==> src/design/scld_pkg.sv <==
// Shared types, character constants and helpers of the serial command line decoder.
package scld_pkg;

	localparam int LINE_BYTES_DEF = 64;

	localparam logic [4:0] REC_MAX_SECONDS = 5'd30;
	localparam logic [7:0] REC_SATURATE    = 8'd255;

	localparam logic [7:0] CH_NUL   = 8'h00;
	localparam logic [7:0] CH_TAB   = 8'h09;
	localparam logic [7:0] CH_LF    = 8'h0A;
	localparam logic [7:0] CH_CR    = 8'h0D;
	localparam logic [7:0] CH_SPACE = 8'h20;
	localparam logic [7:0] CH_PLUS  = "+";
	localparam logic [7:0] CH_MINUS = "-";
	localparam logic [7:0] CH_COLON = ":";
	localparam logic [7:0] CH_EQ    = "=";
	localparam logic [7:0] CH_A     = "A";
	localparam logic [7:0] CH_B     = "B";
	localparam logic [7:0] CH_0     = "0";
	localparam logic [7:0] CH_1     = "1";
	localparam logic [7:0] CH_9     = "9";

	localparam logic [31:0] TXT_PING = "PING";
	localparam logic [31:0] TXT_SENS = "SENS";
	localparam logic [31:0] TXT_AMB  = "AMB:";
	localparam logic [31:0] TXT_MEL  = "MEL:";
	localparam logic [31:0] TXT_REC  = "REC:";
	localparam logic [31:0] TXT_FFTP = "FFTP";
	localparam logic [31:0] TXT_ROBE = "ROBE";

	typedef enum logic [3:0] {
		ACT_NONE       = 4'd0,
		ACT_PING       = 4'd1,
		ACT_SENS_CHG   = 4'd2,
		ACT_SENS_SAME  = 4'd3,
		ACT_AMB_CHG    = 4'd4,
		ACT_AMB_SAME   = 4'd5,
		ACT_MEL_CHG    = 4'd6,
		ACT_MEL_SAME   = 4'd7,
		ACT_REC        = 4'd8,
		ACT_PROBE      = 4'd9,
		ACT_UNKNOWN    = 4'd10
	} action_t;

	// what the parser knows about the line once every character has gone past
	typedef struct packed {
		logic       empty;
		logic       ping;
		logic       sens;
		logic       sens_k;
		logic       sens_v;
		logic       amb;
		logic       mel;
		logic       am_v;
		logic       rec;
		logic [4:0] rec_val;
		logic       probe;
	} parse_t;

	function automatic logic is_ws(input logic [7:0] c);
		return (c == CH_SPACE) || (c inside {[CH_TAB:CH_CR]});
	endfunction

	// character p of a four-character literal, first character in the top byte
	function automatic logic [7:0] byte4(input logic [31:0] s, input logic [1:0] p);
		return s[8*(3-int'(p)) +: 8];
	endfunction

endpackage

==> src/design/scld_line_mem.sv <==
// Line store: single write port, single registered read port.
module scld_line_mem #(
	parameter int DEPTH = scld_pkg::LINE_BYTES_DEF,
	parameter int AW    = $clog2(DEPTH)
) (
	input  logic          clk,
	input  logic          wr_en,
	input  logic [AW-1:0] wr_addr,
	input  logic [7:0]    wr_data,
	input  logic          rd_en,
	input  logic [AW-1:0] rd_addr,
	output logic [7:0]    rd_data
);

	logic [7:0] mem [DEPTH];

	always_ff @(posedge clk) begin
		if (wr_en) begin
			mem[wr_addr] <= wr_data;
		end
		if (rd_en) begin
			rd_data <= mem[rd_addr];
		end
	end

endmodule

==> src/design/scld_parser.sv <==
// Streaming line parser: trims, matches the command forms and reads the REC number.
module scld_parser (
	input  logic           clk,
	input  logic           arst_n,
	input  logic           clear,
	input  logic           ch_valid,
	input  logic [7:0]     ch,
	output scld_pkg::parse_t result
);

	typedef enum logic [1:0] {
		RP_WS,
		RP_DIG,
		RP_DONE
	} rec_phase_t;

	logic       started_q, stop_q;
	logic [3:0] pos_q;
	logic       ping_q, sens_q, amb_q, mel_q, probe_q, recp_q;
	logic       sens_k_q, sens_v_q, am_v_q;
	rec_phase_t rphase_q;
	logic       neg_q, digs_q;
	logic [7:0] rval_q;

	logic        ws, bitc, digit, active, rec_live;
	logic [3:0]  p;
	logic        ping_n, sens_n, amb_n, mel_n, probe_n, recp_n;
	logic [11:0] acc;

	always_comb begin
		ws     = scld_pkg::is_ws(ch);
		bitc   = (ch == scld_pkg::CH_0) || (ch == scld_pkg::CH_1);
		digit  = (ch >= scld_pkg::CH_0) && (ch <= scld_pkg::CH_9);
		active = ch_valid && !stop_q && (ch != scld_pkg::CH_NUL) && (started_q || !ws);
		p      = pos_q;

		// fixed forms: literal characters, then nothing but whitespace
		if (p < 4'd4) begin
			ping_n = ping_q && (ch == scld_pkg::byte4(scld_pkg::TXT_PING, p[1:0]));
		end else begin
			ping_n = ping_q && ws;
		end

		if (p < 4'd4) begin
			sens_n = sens_q && (ch == scld_pkg::byte4(scld_pkg::TXT_SENS, p[1:0]));
		end else if (p == 4'd4) begin
			sens_n = sens_q && (ch == scld_pkg::CH_COLON);
		end else if (p == 4'd5) begin
			sens_n = sens_q && ((ch == scld_pkg::CH_A) || (ch == scld_pkg::CH_B));
		end else if (p == 4'd6) begin
			sens_n = sens_q && (ch == scld_pkg::CH_EQ);
		end else if (p == 4'd7) begin
			sens_n = sens_q && bitc;
		end else begin
			sens_n = sens_q && ws;
		end

		if (p < 4'd4) begin
			amb_n = amb_q && (ch == scld_pkg::byte4(scld_pkg::TXT_AMB, p[1:0]));
			mel_n = mel_q && (ch == scld_pkg::byte4(scld_pkg::TXT_MEL, p[1:0]));
		end else if (p == 4'd4) begin
			amb_n = amb_q && bitc;
			mel_n = mel_q && bitc;
		end else begin
			amb_n = amb_q && ws;
			mel_n = mel_q && ws;
		end

		if (p < 4'd4) begin
			probe_n = probe_q && (ch == scld_pkg::byte4(scld_pkg::TXT_FFTP, p[1:0]));
		end else if (p < 4'd8) begin
			probe_n = probe_q && (ch == scld_pkg::byte4(scld_pkg::TXT_ROBE, p[1:0]));
		end else begin
			probe_n = probe_q && ws;
		end

		if (p < 4'd4) begin
			recp_n = recp_q && (ch == scld_pkg::byte4(scld_pkg::TXT_REC, p[1:0]));
		end else begin
			recp_n = recp_q;
		end

		rec_live = recp_q && (p >= 4'd4);
		acc      = 12'(rval_q) * 12'd10 + 12'(ch[3:0]);
	end

	always_ff @(posedge clk or negedge arst_n) begin
		if (!arst_n) begin
			started_q <= 1'b0;
			stop_q    <= 1'b0;
			pos_q     <= '0;
			ping_q    <= 1'b1;
			sens_q    <= 1'b1;
			amb_q     <= 1'b1;
			mel_q     <= 1'b1;
			probe_q   <= 1'b1;
			recp_q    <= 1'b1;
			sens_k_q  <= 1'b0;
			sens_v_q  <= 1'b0;
			am_v_q    <= 1'b0;
			rphase_q  <= RP_WS;
			neg_q     <= 1'b0;
			digs_q    <= 1'b0;
			rval_q    <= '0;
		end else if (clear) begin
			started_q <= 1'b0;
			stop_q    <= 1'b0;
			pos_q     <= '0;
			ping_q    <= 1'b1;
			sens_q    <= 1'b1;
			amb_q     <= 1'b1;
			mel_q     <= 1'b1;
			probe_q   <= 1'b1;
			recp_q    <= 1'b1;
			rphase_q  <= RP_WS;
			neg_q     <= 1'b0;
			digs_q    <= 1'b0;
			rval_q    <= '0;
		end else begin
			if (ch_valid && !stop_q && ch == scld_pkg::CH_NUL) begin
				stop_q <= 1'b1;
			end
			if (active) begin
				started_q <= 1'b1;
				pos_q     <= (pos_q == 4'hF) ? pos_q : pos_q + 4'd1;
				ping_q    <= ping_n;
				sens_q    <= sens_n;
				amb_q     <= amb_n;
				mel_q     <= mel_n;
				probe_q   <= probe_n;
				recp_q    <= recp_n;
				if (p == 4'd5) begin
					sens_k_q <= (ch == scld_pkg::CH_B);
				end
				if (p == 4'd7) begin
					sens_v_q <= ch[0];
				end
				if (p == 4'd4) begin
					am_v_q <= ch[0];
				end
				if (rec_live) begin
					case (rphase_q)
						RP_WS: begin
							if (ws) begin
								rphase_q <= RP_WS;
							end else if (ch == scld_pkg::CH_PLUS || ch == scld_pkg::CH_MINUS) begin
								neg_q    <= (ch == scld_pkg::CH_MINUS);
								rphase_q <= RP_DIG;
							end else if (digit) begin
								digs_q   <= 1'b1;
								rval_q   <= 8'(ch[3:0]);
								rphase_q <= RP_DIG;
							end else begin
								rphase_q <= RP_DONE;
							end
						end
						RP_DIG: begin
							if (digit) begin
								digs_q <= 1'b1;
								rval_q <= (acc > 12'(scld_pkg::REC_SATURATE)) ?
									scld_pkg::REC_SATURATE : acc[7:0];
							end else begin
								rphase_q <= RP_DONE;
							end
						end
						default: begin
							rphase_q <= RP_DONE;
						end
					endcase
				end
			end
		end
	end

	always_comb begin
		result.empty   = !started_q;
		result.ping    = ping_q && (pos_q >= 4'd4);
		result.sens    = sens_q && (pos_q >= 4'd8);
		result.sens_k  = sens_k_q;
		result.sens_v  = sens_v_q;
		result.amb     = amb_q && (pos_q >= 4'd5);
		result.mel     = mel_q && (pos_q >= 4'd5);
		result.am_v    = am_v_q;
		result.rec     = recp_q && (pos_q >= 4'd4) && digs_q && !neg_q
			&& (rval_q != 8'd0) && (rval_q <= 8'(scld_pkg::REC_MAX_SECONDS));
		result.rec_val = rval_q[4:0];
		result.probe   = probe_q && (pos_q >= 4'd8);
	end

endmodule

==> src/design/serial_command_line_decoder.sv <==
// Top level: byte gathering, line scan sequencer, setting flags and result register.
//
//  channel   signals                                   handshake
//  input     command, rx_byte, sensor_index            start && !busy
//  result    action ... mel_on                         done, one cycle, no stall
//
// A take-pending word or a byte that does not end a line gives its result in the
// next cycle. A line-ending byte starts a scan of the line store, one character a
// cycle through its read port; the result is registered in the finish state after
// drain, and busy stays high meanwhile. Reset clears the line length, pending,
// ambient and mel flags and sets both sensor enables; the line store is not cleared.
module serial_command_line_decoder #(
	parameter int LINE_BYTES = scld_pkg::LINE_BYTES_DEF
) (
	input  logic       clk,
	input  logic       arst_n,
	input  logic       start,
	output logic       busy,
	input  logic       command,
	input  logic [7:0] rx_byte,
	input  logic       sensor_index,
	output logic       done,
	output logic [3:0] action,
	output logic       status_resend,
	output logic       target_sensor,
	output logic       requested_value,
	output logic [4:0] record_seconds,
	output logic       pending_taken,
	output logic       pending_value,
	output logic       sensor_a_on,
	output logic       sensor_b_on,
	output logic       ambient_on,
	output logic       mel_on
);

	localparam int AW = $clog2(LINE_BYTES);

	typedef enum logic [1:0] {
		ST_IDLE,
		ST_SCAN,
		ST_DRAIN,
		ST_FINISH
	} state_t;

	state_t            state_q;
	logic [AW-1:0]     len_q, scan_len_q, rd_ptr_q;
	logic              rd_valid_s1;
	logic [1:0]        en_q, pend_q;
	logic              amb_q, mel_q;
	logic              done_q, resend_q, tgt_q, reqv_q, taken_q, pval_q;
	scld_pkg::action_t action_q;
	logic [4:0]        rec_q;

	logic              accept, wr_en, rd_en, line_end;
	logic [AW-1:0]     len_nxt;
	logic [7:0]        rd_data;
	scld_pkg::parse_t  pr;
	scld_pkg::action_t fin_act;
	logic              fin_resend;

	assign accept   = start && (state_q == ST_IDLE);
	assign wr_en    = accept && !command;
	assign len_nxt  = len_q + AW'(1);
	assign line_end = (rx_byte == scld_pkg::CH_LF) || (len_nxt == AW'(LINE_BYTES - 1));
	assign rd_en    = (state_q == ST_SCAN);

	scld_line_mem #(
		.DEPTH(LINE_BYTES),
		.AW   (AW)
	) u_mem (
		.clk    (clk),
		.wr_en  (wr_en),
		.wr_addr(len_q),
		.wr_data(rx_byte),
		.rd_en  (rd_en),
		.rd_addr(rd_ptr_q),
		.rd_data(rd_data)
	);

	scld_parser u_parser (
		.clk     (clk),
		.arst_n  (arst_n),
		.clear   (state_q == ST_IDLE),
		.ch_valid(rd_valid_s1),
		.ch      (rd_data),
		.result  (pr)
	);

	// command priority follows the order the forms are tried in
	always_comb begin
		fin_act    = scld_pkg::ACT_UNKNOWN;
		fin_resend = 1'b0;
		if (pr.empty) begin
			fin_act = scld_pkg::ACT_NONE;
		end else if (pr.ping) begin
			fin_act    = scld_pkg::ACT_PING;
			fin_resend = 1'b1;
		end else if (pr.sens) begin
			fin_resend = (en_q[pr.sens_k] != pr.sens_v);
			fin_act    = fin_resend ? scld_pkg::ACT_SENS_CHG : scld_pkg::ACT_SENS_SAME;
		end else if (pr.amb) begin
			fin_resend = (amb_q != pr.am_v);
			fin_act    = fin_resend ? scld_pkg::ACT_AMB_CHG : scld_pkg::ACT_AMB_SAME;
		end else if (pr.mel) begin
			fin_resend = (mel_q != pr.am_v);
			fin_act    = fin_resend ? scld_pkg::ACT_MEL_CHG : scld_pkg::ACT_MEL_SAME;
		end else if (pr.rec) begin
			fin_act = scld_pkg::ACT_REC;
		end else if (pr.probe) begin
			fin_act = scld_pkg::ACT_PROBE;
		end
	end

	always_ff @(posedge clk or negedge arst_n) begin
		if (!arst_n) begin
			state_q     <= ST_IDLE;
			len_q       <= '0;
			scan_len_q  <= '0;
			rd_ptr_q    <= '0;
			rd_valid_s1 <= 1'b0;
			en_q        <= 2'b11;
			pend_q      <= 2'b00;
			amb_q       <= 1'b0;
			mel_q       <= 1'b0;
			done_q      <= 1'b0;
			action_q    <= scld_pkg::ACT_NONE;
			resend_q    <= 1'b0;
			tgt_q       <= 1'b0;
			reqv_q      <= 1'b0;
			rec_q       <= '0;
			taken_q     <= 1'b0;
			pval_q      <= 1'b0;
		end else begin
			done_q      <= 1'b0;
			rd_valid_s1 <= rd_en;
			case (state_q)
				ST_IDLE: begin
					if (accept) begin
						action_q <= scld_pkg::ACT_NONE;
						resend_q <= 1'b0;
						tgt_q    <= 1'b0;
						reqv_q   <= 1'b0;
						rec_q    <= '0;
						taken_q  <= 1'b0;
						pval_q   <= 1'b0;
						if (command) begin
							done_q <= 1'b1;
							if (pend_q[sensor_index]) begin
								taken_q                <= 1'b1;
								pval_q                 <= en_q[sensor_index];
								pend_q[sensor_index]   <= 1'b0;
							end
						end else if (line_end) begin
							scan_len_q <= len_nxt;
							len_q      <= '0;
							rd_ptr_q   <= '0;
							state_q    <= ST_SCAN;
						end else begin
							len_q  <= len_nxt;
							done_q <= 1'b1;
						end
					end
				end
				ST_SCAN: begin
					rd_ptr_q <= rd_ptr_q + AW'(1);
					if (rd_ptr_q == scan_len_q - AW'(1)) begin
						state_q <= ST_DRAIN;
					end
				end
				ST_DRAIN: begin
					// last character is in the parser this cycle
					state_q <= ST_FINISH;
				end
				ST_FINISH: begin
					done_q   <= 1'b1;
					action_q <= fin_act;
					resend_q <= fin_resend;
					tgt_q    <= pr.sens && !pr.ping && pr.sens_k;
					reqv_q   <= (pr.sens && !pr.ping) ? pr.sens_v :
						((pr.amb || pr.mel) && !pr.ping && !pr.sens) ? pr.am_v : 1'b0;
					rec_q    <= (fin_act == scld_pkg::ACT_REC) ? pr.rec_val : 5'd0;
					if (fin_act == scld_pkg::ACT_SENS_CHG) begin
						en_q[pr.sens_k]   <= pr.sens_v;
						pend_q[pr.sens_k] <= 1'b1;
					end
					if (fin_act == scld_pkg::ACT_AMB_CHG) begin
						amb_q <= pr.am_v;
					end
					if (fin_act == scld_pkg::ACT_MEL_CHG) begin
						mel_q <= pr.am_v;
					end
					state_q <= ST_IDLE;
				end
				default: begin
					state_q <= ST_IDLE;
				end
			endcase
		end
	end

	assign busy            = (state_q != ST_IDLE);
	assign done            = done_q;
	assign action          = action_q;
	assign status_resend   = resend_q;
	assign target_sensor   = tgt_q;
	assign requested_value = reqv_q;
	assign record_seconds  = rec_q;
	assign pending_taken   = taken_q;
	assign pending_value   = pval_q;
	assign sensor_a_on     = en_q[0];
	assign sensor_b_on     = en_q[1];
	assign ambient_on      = amb_q;
	assign mel_on          = mel_q;

endmodule

==> config.mk <==
export PLATFORM = sky130hd
export DESIGN_NAME = serial_command_line_decoder
export DESIGN_NICKNAME = d
export VERILOG_FILES = /design/src/design/scld_pkg.sv /design/src/design/scld_line_mem.sv /design/src/design/scld_parser.sv /design/src/design/serial_command_line_decoder.sv
export SDC_FILE = /design/constraint.sdc
export NUM_CORES = 1
export LEC_CHECK = 0
export BUFFER_PORTS_ARGS = -buffer_cell sky130_fd_sc_hd__buf_2
export CAP_MARGIN = 30
export CELL_PAD_IN_SITES_DETAIL_PLACEMENT = 1
export CELL_PAD_IN_SITES_GLOBAL_PLACEMENT = 2
export CORE_UTILIZATION = 52
export CTS_CLUSTER_DIAMETER = 120
export CTS_CLUSTER_SIZE = 16
export DETAILED_ROUTE_END_ITERATION = 8
export GPL_ROUTABILITY_DRIVEN = 0
export PLACE_DENSITY = 0.87
export RECOVER_POWER = 100
export SETUP_SLACK_MARGIN = 0.2
export SYNTH_ARGS = -nofsm -noshare
export SYNTH_HDL_FRONTEND = slang
export SYNTH_SLANG_ARGS = --single-unit
==> constraint.sdc <==
create_clock -name clk -period 7.04 [get_ports clk]
set_clock_uncertainty 0.2 [all_clocks]
set_input_delay 0 -clock clk [delete_from_list [all_inputs] [get_ports clk]]
set_output_delay 0 -clock clk [all_outputs]
set_load 0.01 [all_outputs]
# ---- Word level (Yosys, flattened, before mapping)
# Memories as Yosys holds them, arrays and structs flattened. A register that Yosys moved wholly into a read port is not among the register bits.
# Index checks and enable logic that the tools add are counted.
dict set report word_totals {
  ram_bits 512
  regBits 69
  mem_count 1
  output_inout_bits 20
  latchBits 0
  romBits 0
  wordCells 330
}
dict set report op_classes {
  shifts 7
  n_lt_le_gt_ge 15
  n_reduce_logical 89
  n_div 0
  n_mux 124
  add_sub_neg 6
  eq_ne 49
  mul 1
  bitwise_logic 5
}
# memory depth word_bits rd rd_clocked_by_memory_dff write_ports line_no
set mem_list {}
lappend mem_list {u_mem.mem 64 8 1 1 1 scld_line_mem.sv:15} ;# logic [7:0] mem [DEPTH];
# op count
set op_table {}
lappend op_table {{32-bit by 32-bit indexed part select with 8-bit output (first input constant)} 7}
lappend op_table {{1-bit two-way mux} 69}
lappend op_table {{8-bit two-way mux} 8}
lappend op_table {{8-bit by 6-bit equality test with 1-bit output (second input constant)} 7}
lappend op_table {{8-bit equality test} 7}
lappend op_table {{1-bit logical AND} 42}
lappend op_table {{4-bit two-way mux} 9}
lappend op_table {{2-bit two-way mux} 17}
lappend op_table {{4-bit by 3-bit equality test with 1-bit output (second input constant)} 6}
lappend op_table {{6-bit two-way mux} 4}
lappend op_table {{2-bit nonzero test} 9}
lappend op_table {{8-bit by 7-bit equality test with 1-bit output (second input constant)} 2}
lappend op_table {{8-bit one-hot mux with 2 select lines} 1}
lappend op_table {{8-bit nonzero test} 2}
lappend op_table {{3-bit AND reduction} 5}
lappend op_table {{5-bit AND reduction} 3}
lappend op_table {{2-bit AND reduction} 7}
lappend op_table {{12-bit by 4-bit adder with 12-bit output} 1}
lappend op_table {{6-bit by 1-bit adder with 6-bit output (second input constant)} 2}
lappend op_table {{12-bit by 8-bit greater-than comparator with 1-bit output (second input constant)} 1}
lappend op_table {{2-bit inequality test (second input constant)} 6}
lappend op_table {{6-bit one-hot mux with 2 select lines} 1}
lappend op_table {{4-bit AND reduction} 3}
lappend op_table {{8-bit by 3-bit multiplier with 11-bit output (second input constant)} 1}
lappend op_table {{43 further kinds} 76}

# ---- Longest topological paths before layout
# Gate-level depths: netlist of the first run.
dict set report depth {
  depth_word 15
  depth_mapped 10
  mapped_depth_nobuf 9
}

# ---- Modules after synthesis
# A second synthesis of the first run with hierarchy kept.
dict set report unflattened {
  hier_cells 1542
  hier_area_um2 25403.1
}
# mod area_per_inst_um2 cells_per_inst instances
set modules_own_cells {}
lappend modules_own_cells {scld_line_mem 20270.7 972 1}
lappend modules_own_cells {scld_parser 2787.7 336 1}
lappend modules_own_cells {serial_command_line_decoder 2344.7 234 1}

# ---- Worst setup path before layout of the first run
# No wires, ideal clock.
dict set report synth_timing {
  path_type {register to register}
  startpoint {register u_parser.rval_q[1]}
  endpoint {register u_parser.rval_q[0]}
  path_buffers 0
  synth_period_minus_slack_ns 3.092
  setup_ns 0.082
  setup_slack_ns 3.948
  t_arrival_ns 2.810
  stages_incl_launch_ff 10
  path_cell_list {dfrtp_1 > ha_1 > ha_1 > fa_1 > xor2_1 > nand3_1 > nor4b_1 > mux2i_1 > o21ai_0 > a31oi_1}
}
dict set report synth_via {
  elab_chain_cells 9
}
# element line_no
set synth_rtl {}
lappend synth_rtl {{start: declaration} scld_parser.sv:23} ;# logic [7:0] rval_q;
lappend synth_rtl {{start signal: assignment} scld_parser.sv:151} ;# rval_q <= 8'(ch[3:0]);
lappend synth_rtl {{start signal: assignment} scld_parser.sv:160} ;# rval_q <= (acc > 12'(scld_pkg::REC_SATURATE)) ?
lappend synth_rtl {{8-bit by 3-bit multiplier with 11-bit output} scld_parser.sv:84} ;# acc = 12'(rval_q) * 12'd10 + 12'(ch[3:0]);
lappend synth_rtl {{12-bit by 4-bit adder with 12-bit output} scld_parser.sv:84}
lappend synth_rtl {{12-bit by 8-bit greater-than comparator with 1-bit output} scld_parser.sv:160}
lappend synth_rtl {{8-bit two-way mux} scld_parser.sv:160}
lappend synth_rtl {{8-bit two-way mux} scld_parser.sv:158} ;# if (digit) begin
lappend synth_rtl {{8-bit one-hot mux with 2 select lines} scld_parser.sv:142} ;# case (rphase_q)
lappend synth_rtl {{8-bit two-way mux} scld_parser.sv:141} ;# if (rec_live) begin
lappend synth_rtl {{8-bit two-way mux} scld_parser.sv:123} ;# if (active) begin
lappend synth_rtl {{8-bit two-way mux} scld_parser.sv:105} ;# end else if (clear) begin
# No other way between the ends. The select of a mux whose other input is x is not followed.
# A chain may end at the register's enable or synchronous reset.

==> run metrics, run 1 <==
WS Path Type=flop to flop; Synth Cell Area=about 25000 um2; critical path capture point type=flop; Crit Path Max Fanout=about 60; Final #Nets=1489; CP max-delay cell=dfrtp_1; global-route usage over all layers=0.248; initial antenna violation count=2; vias in the first global route=between 10000 and 15000; main area contributors after synthesis=edfxtp_1, mux4_2, dfrtp_1, nor2_1, ha_1; critical path's top delay family=flip-flops; FMAX=approximately 0.21 GHz; GR Util met2=0.413; Initial DRC Count=~1100; total CTS buffers=42; cell mode on critical path=mux4_2; TritonCTS clock tree=built; Resized cells post-CTS=0; Hold Violations, Final=0; Unique masters post-synth=between 70 and 80; Slew @ Worst Pin=slightly below 3 ns; port buffer count=32; multi-input logic area=7090 um2; post-route ant nets=0; Final Cycle Share=0.673; global-route wire length before repair=~90000 um; ys flop type=edfxtp_1; GR peak layer=met2; Post-Syn Area per Cell=around 18 um2; DIE AREA=~49000 um2; Seq cells post-synth=~590; critical path arrival=about 4.9 ns; chip width=around 220 um; grt ovf=0; power per cell area=331 nW/um2; largest stage delay on the critical path=approximately 1.9 ns; Routed WL=a little under 60000 um; critical path launch point type=flop; DR vias=13200; Max-Cap Viols=9; relative slew slack=-0.981; syn_nets=about 1400; met1 Resource Use GR=0.327; Final TNS setup=0 ns; crit path buf inv count=1; CORE AREA=between 40000 and 50000 um2; # setup viols final=0; Total Power=0.00890 W; Skew-Pair Late Insertion Delay=approximately 0.59 ns; Starting Density=0.531; HPWL Detailed=37700 um; RSZ-0062 raised after global routing=no; CTS Root Cell=clkbuf_16; Yosys warnings=0; Area growth syn-to-layout=8.11%; IO Pins=33; # placed instances=roughly 2000; post-synth top area cell=edfxtp_1; largest net degree at the start of global routing=66; # H-tree levels=2; Post-synth ARST share=0.117; filler cell count=4153; Syn Inst Count=approximately 1400; status=complete, but fails checks; vias per inst=about 6.4; die height=221 um; met3 Use GR=0.0438; fin cells=between 2000 and 2500; Cell Rows=79; worst ir drop on vdd=between 0.2 and 0.25 mV; Max Slew Vio Count=approximately 560; sequential area share after synthesis=0.697; # DRC=2; Final min period=about 4.7 ns; Hold Path Class=input pin to flop; TritonRoute pass-1 iters=9; DR WL/cell=28.5 um; WP data required=7.15 ns; post-synth top area share=0.627; failing checks=design-rule violations, max-capacitance violations, max-slew violations; clock transition at the registers of the reported paths=roughly 0.080 ns; CTS Sinks=approximately 590; layout cells sized above 1=0.174; Post-synth EDFFs=between 500 and 600; Clock Tree Buf Depth=3; Sequential cell area=~17000 um2; antenna cells=0; fin util=0.574; Leak=about 8.6 nW; crit path cell chain=buf_12 -> mux4_2 -> mux4_2 -> a22oi_1 -> nand2_1
routing by layer:
| metal | routed length, um | vias to the layer above |
|---|---|---|
| met5 | 11 | - |
| met4 | 2040 | 2 |
| met3 | 3680 | 111 |
| met2 | 29000 | 475 |
| met1 | 24000 | 6940 |
| li1 | - | 5684 |
power breakdown:
group	switching, W	leakage [nW]	total [W]	internal [W]
Sequential	0.000260	5.57	0.00420	0.00394
Combinational	0.00130	2.50	0.00246	0.00115
Clock	0.00114	0.556	0.00224	0.00110
Total	0.00270	8.63	0.00890	0.00620
logic make-up (layout without fill, tap and decap cells):
logic type                 count (synthesis)  in the layout  share of synthesized area
and+or+nand+nor                          313            313                     0.0616
muxes                                    176            176                      0.152
buffers and inverters                     98            155                     0.0176
adders and majority gates                 29             29                     0.0152
xor gates and xnor gates                  34             34                     0.0120
DFF                                      589            589                      0.697
AOI/OAI and AO/OA                        160            160                     0.0451
sequential cells by signal (all words and copies together) (netlist names), 2 cells and up:
register / cells
action: 4
state_q: 2
pend_q: 2
u_parser.p: 4
u_mem.rd_data: 8
u_parser.rphase_q: 2
u_parser.rval_q: 8
u_mem.mem: 512
record_seconds: 5
scan_len_q: 6
rd_ptr_q: 6
len_q: 6
en_q: 2
final timing paths:
| path | from | end | slack, ns | cells after the start |
|---|---|---|---|---|
| max | rd_ptr_q[0] | u_mem.rd_data[6] | 2.30 | 5 |
| min | command | pending_value | 0.18 | 4 |
| max reg2reg | rd_ptr_q[0] | u_mem.rd_data[6] | 2.30 | 5 |
| min reg2reg | action[3] | action[3] | 0.28 | 2 |
| max in group asynchronous | arst_n | rd_ptr_q[1] | 5.56 | 4 |
| min in group asynchronous | arst_n | u_parser.amb_q | 0.67 | 3 |
final cells by class:
class,count,area share
flip-flops and latches,589,0.645
multi-input cells,712,0.263
clock buffers,50,0.0410
well taps,607,0.0282
repair buffers,76,0.0177
inverters,26,0.00363
clock inverters,3,0.00139
cell usage in the layout (no fill, tap or decap), types with 7 or more instances in the layout:
cell,n
a21o_1,7
a21oi_1,21
a22o_1,10
a22oi_1,18
buf_2,11
buf_4,8
clkbuf_1,45
clkbuf_16,43
dfrtp_1,59
dlygate4sd3_1,17
edfxtp_1,520
ha_1,27
inv_1,26
mux2_2,9
mux2i_1,7
mux4_2,160
nand2_1,65
nand2b_1,13
nand3_1,28
nand3b_1,9
nor2_1,110
nor2b_1,7
nor3_1,29
nor4_1,8
o211ai_1,8
o21ai_0,41
o31ai_1,8
or3_1,8
xnor2_1,20
xor2_1,14
cells in the mapped netlist, types with 4 or more instances:
master       n
mux2i_1      7
buf_4        4
o2bb2ai_1    6
buf_6        4
nor3_1      29
a22oi_1     18
nor2b_1      7
buf_1       16
nor4_1       8
dfstp_2      8
a21oi_1     20
xor2_1      14
edfxtp_1   520
nor4b_1      4
o21ai_0     40
clkbuf_1    28
buf_2       20
mux2_2       9
nand2_1     65
nor2_1     110
nand2b_1    13
or3_1        8
a31oi_1      6
nand4_1      5
and3_1       5
mux4_2     160
a22o_1      10
o211ai_1     6
xnor2_1     20
a21o_1       7
inv_1       26
nand3_1     28
o31ai_1      8
a211oi_1     5
nand3b_1     9
dfrtp_1     61
ha_1        27
through the flow:
step           hold slack, ns  worst slack [ns]  instance area [um2]
2_1_floorplan          -0.496              3.95                24900
6_report                0.184              2.30                26900
4_1_cts                0.0583              3.23                27000
5_1_grt                 0.210              1.87                26900
3_3_place_gp          -0.0240              3.31                25600
3_5_place_dp          -0.0144              3.26                25700
tightest hold or removal path, stage by stage:
cell	delay (ns)
dlygate4sd3_1	0.53
buf_2	0.14
inv_1	0.14
o41ai_1	0.11
repair_timing:
item | in CTS | in global routing
hold buffers | 18 | 0
buffers inserted | 0 | 0
endpoints found under the hold margin | 601 | 0
(Power assumes the default switching activity.)
==> run 2: changes to the inputs <==
--- a/config.mk
+++ b/config.mk
@@ -9,12 +9,12 @@
 export CAP_MARGIN = 30
 export CELL_PAD_IN_SITES_DETAIL_PLACEMENT = 1
 export CELL_PAD_IN_SITES_GLOBAL_PLACEMENT = 2
-export CORE_UTILIZATION = 52
+export CORE_UTILIZATION = 44
 export CTS_CLUSTER_DIAMETER = 120
 export CTS_CLUSTER_SIZE = 16
 export DETAILED_ROUTE_END_ITERATION = 8
 export GPL_ROUTABILITY_DRIVEN = 0
-export PLACE_DENSITY = 0.87
+export PLACE_DENSITY = 0.79
 export RECOVER_POWER = 100
 export SETUP_SLACK_MARGIN = 0.2
 export SYNTH_ARGS = -nofsm -noshare
==> constraint.sdc (replaced) <==
create_clock -name clk -period 3.8 [get_ports clk]
set_clock_uncertainty 0.2 [all_clocks]
set_input_delay 0 -clock clk [delete_from_list [all_inputs] [get_ports clk]]
set_output_delay 0 -clock clk [all_outputs]
set_load 0.01 [all_outputs]
==> run 2 against run 1 <==
  * Final area up 1.6%
  * Worst setup slack worse by 2.0 ns
  * Critical endpoint is now u_mem.rd_data[2]
  * Largest cell class unchanged
  * The flow finishes with violations (max-capacitance violations, max-slew violations)
  * Critical path depth unchanged
==> run metrics, run 2 (synthesis gave the netlist of run 1 again) <==
die height=~240 um; chip width=about 240 um; Skew-Pair Late Insertion Delay=just under 0.6 ns; vias per inst=5.86; grt ovf=0; critical path launch point=rd_ptr_q[0]; filler cell count=~5200; antenna cells=0; Total Power=between 0.015 and 0.02 W; # placed instances=between 2000 and 2500; DIE AREA=around 58000 um2; critical path launch point type=flop; Final TNS setup=0 ns; Final min period=3.48 ns; CP endpoint=u_mem.rd_data[2]; multi-input logic area=between 7000 and 8000 um2; crit path cell chain=buf_4 -> mux4_2 -> mux4_2 -> a22oi_1 -> nand2_1; DR WL/cell=~26 um; clock transition at the registers of the reported paths=around 0.080 ns; Routed WL=between 50000 and 60000 um; worst reg2reg startpoint=rd_ptr_q[0]; CTS Root Cell=clkbuf_16; Hold Violations, Final=0; global-route wire length before repair=about 89000 um; TritonCTS clock tree=built; Slew @ Worst Pin=roughly 3.2 ns; # H-tree levels=2; port buffer count=32; HPWL Detailed=approximately 38000 um; Sequential cell area=~17000 um2; Crit Path Max Fanout=about 50; post-route ant nets=0; global-route usage over all layers=0.209; # DRC=0; Final #Nets=roughly 1500; critical path capture point type=flop; WS Path Type=flop to flop; reg-to-reg slack, setup=between 0.3 and 0.4 ns; registers with the most flip-flops=u_mem.mem: 512 flops, u_mem.rd_data: 8 flops, u_parser.rval_q: 8 flops; CORE AREA=~56000 um2; total CTS buffers=42; Max-Cap Viols=9; Clock Tree Buf Depth=3; # setup viols final=0; relative slew slack=-1.13; CTS Sinks=slightly below 600; Area growth syn-to-layout=9.80%; Leak=8.72 nW; worst ir drop on vdd=~0.44 mV; critical path arrival=between 3 and 4 ns; vias in the first global route=14000; reg2reg end=u_mem.rd_data[2]; Largest register FFs=a little over 500; failing checks=max-capacitance violations, max-slew violations; status=complete, but fails checks; initial antenna violation count=0; FMAX=between 0.2 and 0.3 GHz; commonest non-fill, non-tap cells in the layout=edfxtp_1, mux4_2, nor2_1; Starting Density=0.448; IO Pins=33; power per cell area=just over 600 nW/um2; Final Cycle Share=0.915; TritonRoute pass-1 iters=5; R2R cell count=5; worst hold slack=0.185 ns; most common cell after layout, fill and taps aside=edfxtp_1; Max Slew Vio Count=~580; fin cells=around 2300; Hold Path Class=input pin to flop; fin util=0.492; layout cells sized above 1=0.175; RSZ-0062 raised after global routing=no; cell mode on critical path=mux4_2; Initial DRC Count=around 1100; Cell Rows=86; Largest Register=u_mem.mem; WP data required=3.91 ns; CP max-delay cell=buf_4; largest net degree at the start of global routing=65; DR vias=13200; hold path start=command; largest stage delay on the critical path=just under 0.8 ns
## run 2: cell count changes in the layout (fill, tap and decap cells not counted), sizes merged
cell and change:
clkbuf +44, buf +7, clkinv -2, inv +1
## run 2: timing repair
item / CTS / global route
endpoints found under the hold margin: 610 / 0
setup buffers: 0 / 0
setup endpoints to repair: 0 / 1
resized for setup: 0 / 1
hold buffers: 18 / 0
## run 2: how the worst min path moves through the flow
stage / end / slack, ns / cells after the start
global route: pending_value / 0.22 / 4
CTS: pending_value / 0.14 / 4
floorplan: action[0] / -0.50 / 0
finish: pending_value / 0.19 / 4
detailed placement: action[3] / -0.005 / 1
global placement: action[3] / -0.01 / 1
## run 2: layer usage
metal | track usage | wire length (um) | share of wire | vias to the layer above
li1 | - | - | - | 5794
met1 | 0.287 | 24800 | 0.43 | 7004
met2 | 0.350 | 29300 | 0.50 | 341
met3 | 0.0255 | 2690 | 0.046 | 78
met4 | 0.0631 | 1550 | 0.027 | 0
met5 | 0 | 0 | 0 | -
## run 2: critical path, delay by kind of cell (launching register included)
| kind | cells | cell delay (ns) |
|---|---|---|
| AND/OR/NAND/NOR | 1 | 0.10 |
| buffers and inverters | 1 | 0.77 |
| AO/OA/AOI/OAI | 1 | 0.23 |
| flip-flops | 1 | 0.61 |
| multiplexers | 2 | 1.19 |
## run 2: layout make-up
| type | instances | share of cell area |
|---|---|---|
| sequential | 589 | 0.635 |
| multi-input combinational | 712 | 0.259 |
| clock buffer | 50 | 0.0403 |
| tap | 748 | 0.0342 |
| timing repair buffer | 127 | 0.0270 |
| inverter | 26 | 0.00357 |
| clock inverter | 2 | 0.000503 |
## run 2: power breakdown
group	switching [W]	internal [W]	leakage, nW
Clock	0.00207	0.00203	0.547
Combinational	0.00256	0.00223	2.60
Sequential	0.000442	0.00731	5.57
Total	0.00507	0.0116	8.72
## run 2: through the flow
stage / area [um2] / setup WS [ns]
global route: 27300 / 0.137
CTS: 27600 / 0.453
floorplan: 24900 / 0.708
global placement: 26300 / 0.524
detailed placement: 26300 / 0.483
finish: 27300 / 0.323
==> run 3: changes to the inputs <==
--- a/config.mk
+++ b/config.mk
@@ -5,16 +5,17 @@
 export SDC_FILE = /design/constraint.sdc
 export NUM_CORES = 1
 export LEC_CHECK = 0
+export ABC_AREA = 1
 export BUFFER_PORTS_ARGS = -buffer_cell sky130_fd_sc_hd__buf_2
 export CAP_MARGIN = 30
 export CELL_PAD_IN_SITES_DETAIL_PLACEMENT = 1
 export CELL_PAD_IN_SITES_GLOBAL_PLACEMENT = 2
-export CORE_UTILIZATION = 44
+export CORE_UTILIZATION = 39
 export CTS_CLUSTER_DIAMETER = 120
 export CTS_CLUSTER_SIZE = 16
 export DETAILED_ROUTE_END_ITERATION = 8
 export GPL_ROUTABILITY_DRIVEN = 0
-export PLACE_DENSITY = 0.79
+export PLACE_DENSITY = 0.78
 export RECOVER_POWER = 100
 export SETUP_SLACK_MARGIN = 0.2
 export SYNTH_ARGS = -nofsm -noshare
==> run 3 against run 2 <==
  * The run still ends with max-capacitance violations, max-slew violations left
  * Core utilization decreased by 5.7 points
  * Highest routed layer unchanged
  * Area after synthesis grew 1.2%
  * Critical path type unchanged
  * First-iteration DRC count rose by 42%
  * Die area rose by 14%
  * Routed wire length is 24% higher
  * Flip-flop and latch count did not move
  * Global-route usage up 1.2 points
  * Total power shrank 0.74%
  * Critical endpoint is now u_mem.rd_data[0]
  * Final area is 1.1% higher
==> run metrics, run 3 <==
status=complete, but fails checks; failing checks=max-capacitance violations, max-slew violations; WS Path Type=flop to flop; DIE AREA=65600 um2; port buffer count=32; Crit Path Max Fanout=25; most common cell in the netlist=edfxtp_1; Area growth syn-to-layout=9.64%; Total Power=0.0165 W; worst ir drop on vdd=about 0.43 mV; Initial DRC Count=between 1500 and 2000; Post-synth ARST share=0.117; worst reg2reg startpoint=rd_ptr_q[2]; sequential area share after synthesis=0.688; critical path launch point type=flop; Final Cycle Share=0.897; GR peak layer=met2; CTS Sinks=a little under 600; FMAX=0.293 GHz; Synth Cell Area=about 25000 um2; critical path capture point type=flop; total CTS buffers=42; vias in the first global route=18200; Syn Inst Count=2165; layout cells sized above 1=0.0519; antenna cells=0; die height=roughly 260 um; # H-tree levels=2; # DRC=0; Slew @ Worst Pin=between 3 and 4 ns; post-route ant nets=0; initial antenna violation count=0; critical path launch point=rd_ptr_q[2]; HPWL Detailed=roughly 45000 um; global-route usage over all layers=0.220; relative slew slack=-1.19; Largest Register=u_mem.mem; RSZ-0062 raised after global routing=no; commonest non-fill, non-tap cells in the layout=edfxtp_1, nor2_1, o21ai_0; Leak=9.33 nW; # setup viols final=0; Final TNS setup=0 ns; Final min period=around 3.4 ns; Max-Cap Viols=9; WP data required=~4.0 ns; clock transition at the registers of the reported paths=~0.07 ns; Largest register FFs=slightly above 500; hold path start=rx_byte[1]; most common library cells after synthesis=edfxtp_1, nor2_1, o21ai_0, nand2_1, nand3_1; CORE AREA=approximately 63000 um2; largest net degree at the start of global routing=198; post-synth top area cell=edfxtp_1; met3 Use GR=0.0259; Post-synth EDFFs=520; Clock Tree Buf Depth=3; IO Pins=33; Max Slew Vio Count=between 500 and 600; DR vias=about 17000; syn_nets=around 2200; Yosys warnings=0; postcts setup bufs=0; power per cell area=around 600 nW/um2; Post-Syn Area per Cell=around 12 um2; Cell Rows=just over 90; Starting Density=0.397; Seq cells post-synth=a little under 600; registers with the most flip-flops=u_mem.mem: 512 flops, u_mem.rd_data: 8 flops, u_parser.rval_q: 8 flops; Unique masters post-synth=between 50 and 60; TritonRoute pass-1 iters=5; GR Util met2=0.378; Hold Violations, Final=0; most common cell after layout, fill and taps aside=edfxtp_1; met1 Resource Use GR=0.297; main area contributors after synthesis=edfxtp_1, dfrtp_1, o21ai_0, nor2_1, nand2_1; DR WL/cell=23.5 um; CTS Root Cell=clkbuf_16; post-synth top area share=0.620; vias per inst=between 5 and 6; TritonCTS clock tree=built; Resized cells post-CTS=0; chip width=roughly 260 um; Hold Path Class=input pin to flop; CTS Hold Bufs=16; grt ovf=0; Routed WL=72400 um; Final #Nets=between 2000 and 2500; global-route wire length before repair=111000 um; ys flop type=edfxtp_1; Skew-Pair Late Insertion Delay=roughly 0.61 ns; critical path arrival=3.63 ns
[run 3: cell types whose count changed after synthesis, moves of 58 or more]
cell and delta:
nand2_1 +179, mux4_2 -160, clkbuf_1 +58, nor2_1 +258
o21ai_0 +263, nand3_1 +78, o22ai_1 +80
[run 3: path summary, 6_finish.rpt]
check / to / slack (ns) / cells past startpoint
setup / recovery: u_mem.rd_data[0] / 0.39 / 7
min in group asynchronous: u_parser.recp_q / 0.69 / 3
max in group asynchronous: rd_ptr_q[0] / 0.82 / 4
setup reg to reg: u_mem.rd_data[0] / 0.39 / 7
hold reg to reg: record_seconds[3] / 0.29 / 2
hold / removal: u_mem.mem[45][1] / 0.20 / 2
[run 3: kinds of logic after synthesis]
| kind of cell | Yosys count | synth area share |
|---|---|---|
| adder cells (fa/ha/maj) | 29 | 0.0150 |
| AO/OA/AOI/OAI | 516 | 0.118 |
| buffers and inverters | 198 | 0.0317 |
| XOR/XNOR | 33 | 0.0115 |
| multiplexers | 1 | 0.000397 |
| AND/OR/NAND/NOR | 799 | 0.135 |
| flip-flops | 589 | 0.688 |
[run 3: stage by stage]
step	setup slack, ns	util	cells	hold slack, ns	instance area (um2)
4_1_cts	0.734	0.441	3081	0.0407	28000
3_3_place_gp	0.818	0.420	3008	-0.0177	26600
3_5_place_dp	0.747	0.420	3008	-0.000965	26600
6_report	0.392	0.436	3081	0.201	27600
5_1_grt	0.235	0.436	3081	0.193	27600
2_1_floorplan	1.13	-	2165	-0.496	25200
[run 3: power by group]
| part | total, W | switching (W) | internal, W |
|---|---|---|---|
| clock network | 0.00430 | 0.00222 | 0.00207 |
| logic | 0.00446 | 0.00318 | 0.00128 |
| registers | 0.00776 | 0.000386 | 0.00738 |
[run 3: cell type report]
cell class,instances,area (um2)
clock inverters,3,53.8
flip-flops and latches,589,17400
inverters,79,310
clock buffers,54,1120
repair buffers,132,747
multi-input cells,1378,6990
well taps,846,1060
fillers,6774,35800
[run 3: metal layers]
metal | wire length, um | part of all wire | vias up
met1 | 31700 | 0.44 | 8949
met3 | 3110 | 0.043 | 86
met5 | 0 | 0 | -
li1 | - | - | 7943
met2 | 36000 | 0.50 | 395
met4 | 1530 | 0.021 | 0
[run 3: critical path, cell delays in order, from the launching register on]
cell	delay, ns
dfrtp_1	1.12
clkinv_1	0.54
buf_4	0.37
o221ai_1	0.10
nand3_1	0.19
nand4_1	0.23
nand3_1	0.22
nand2_1	0.24
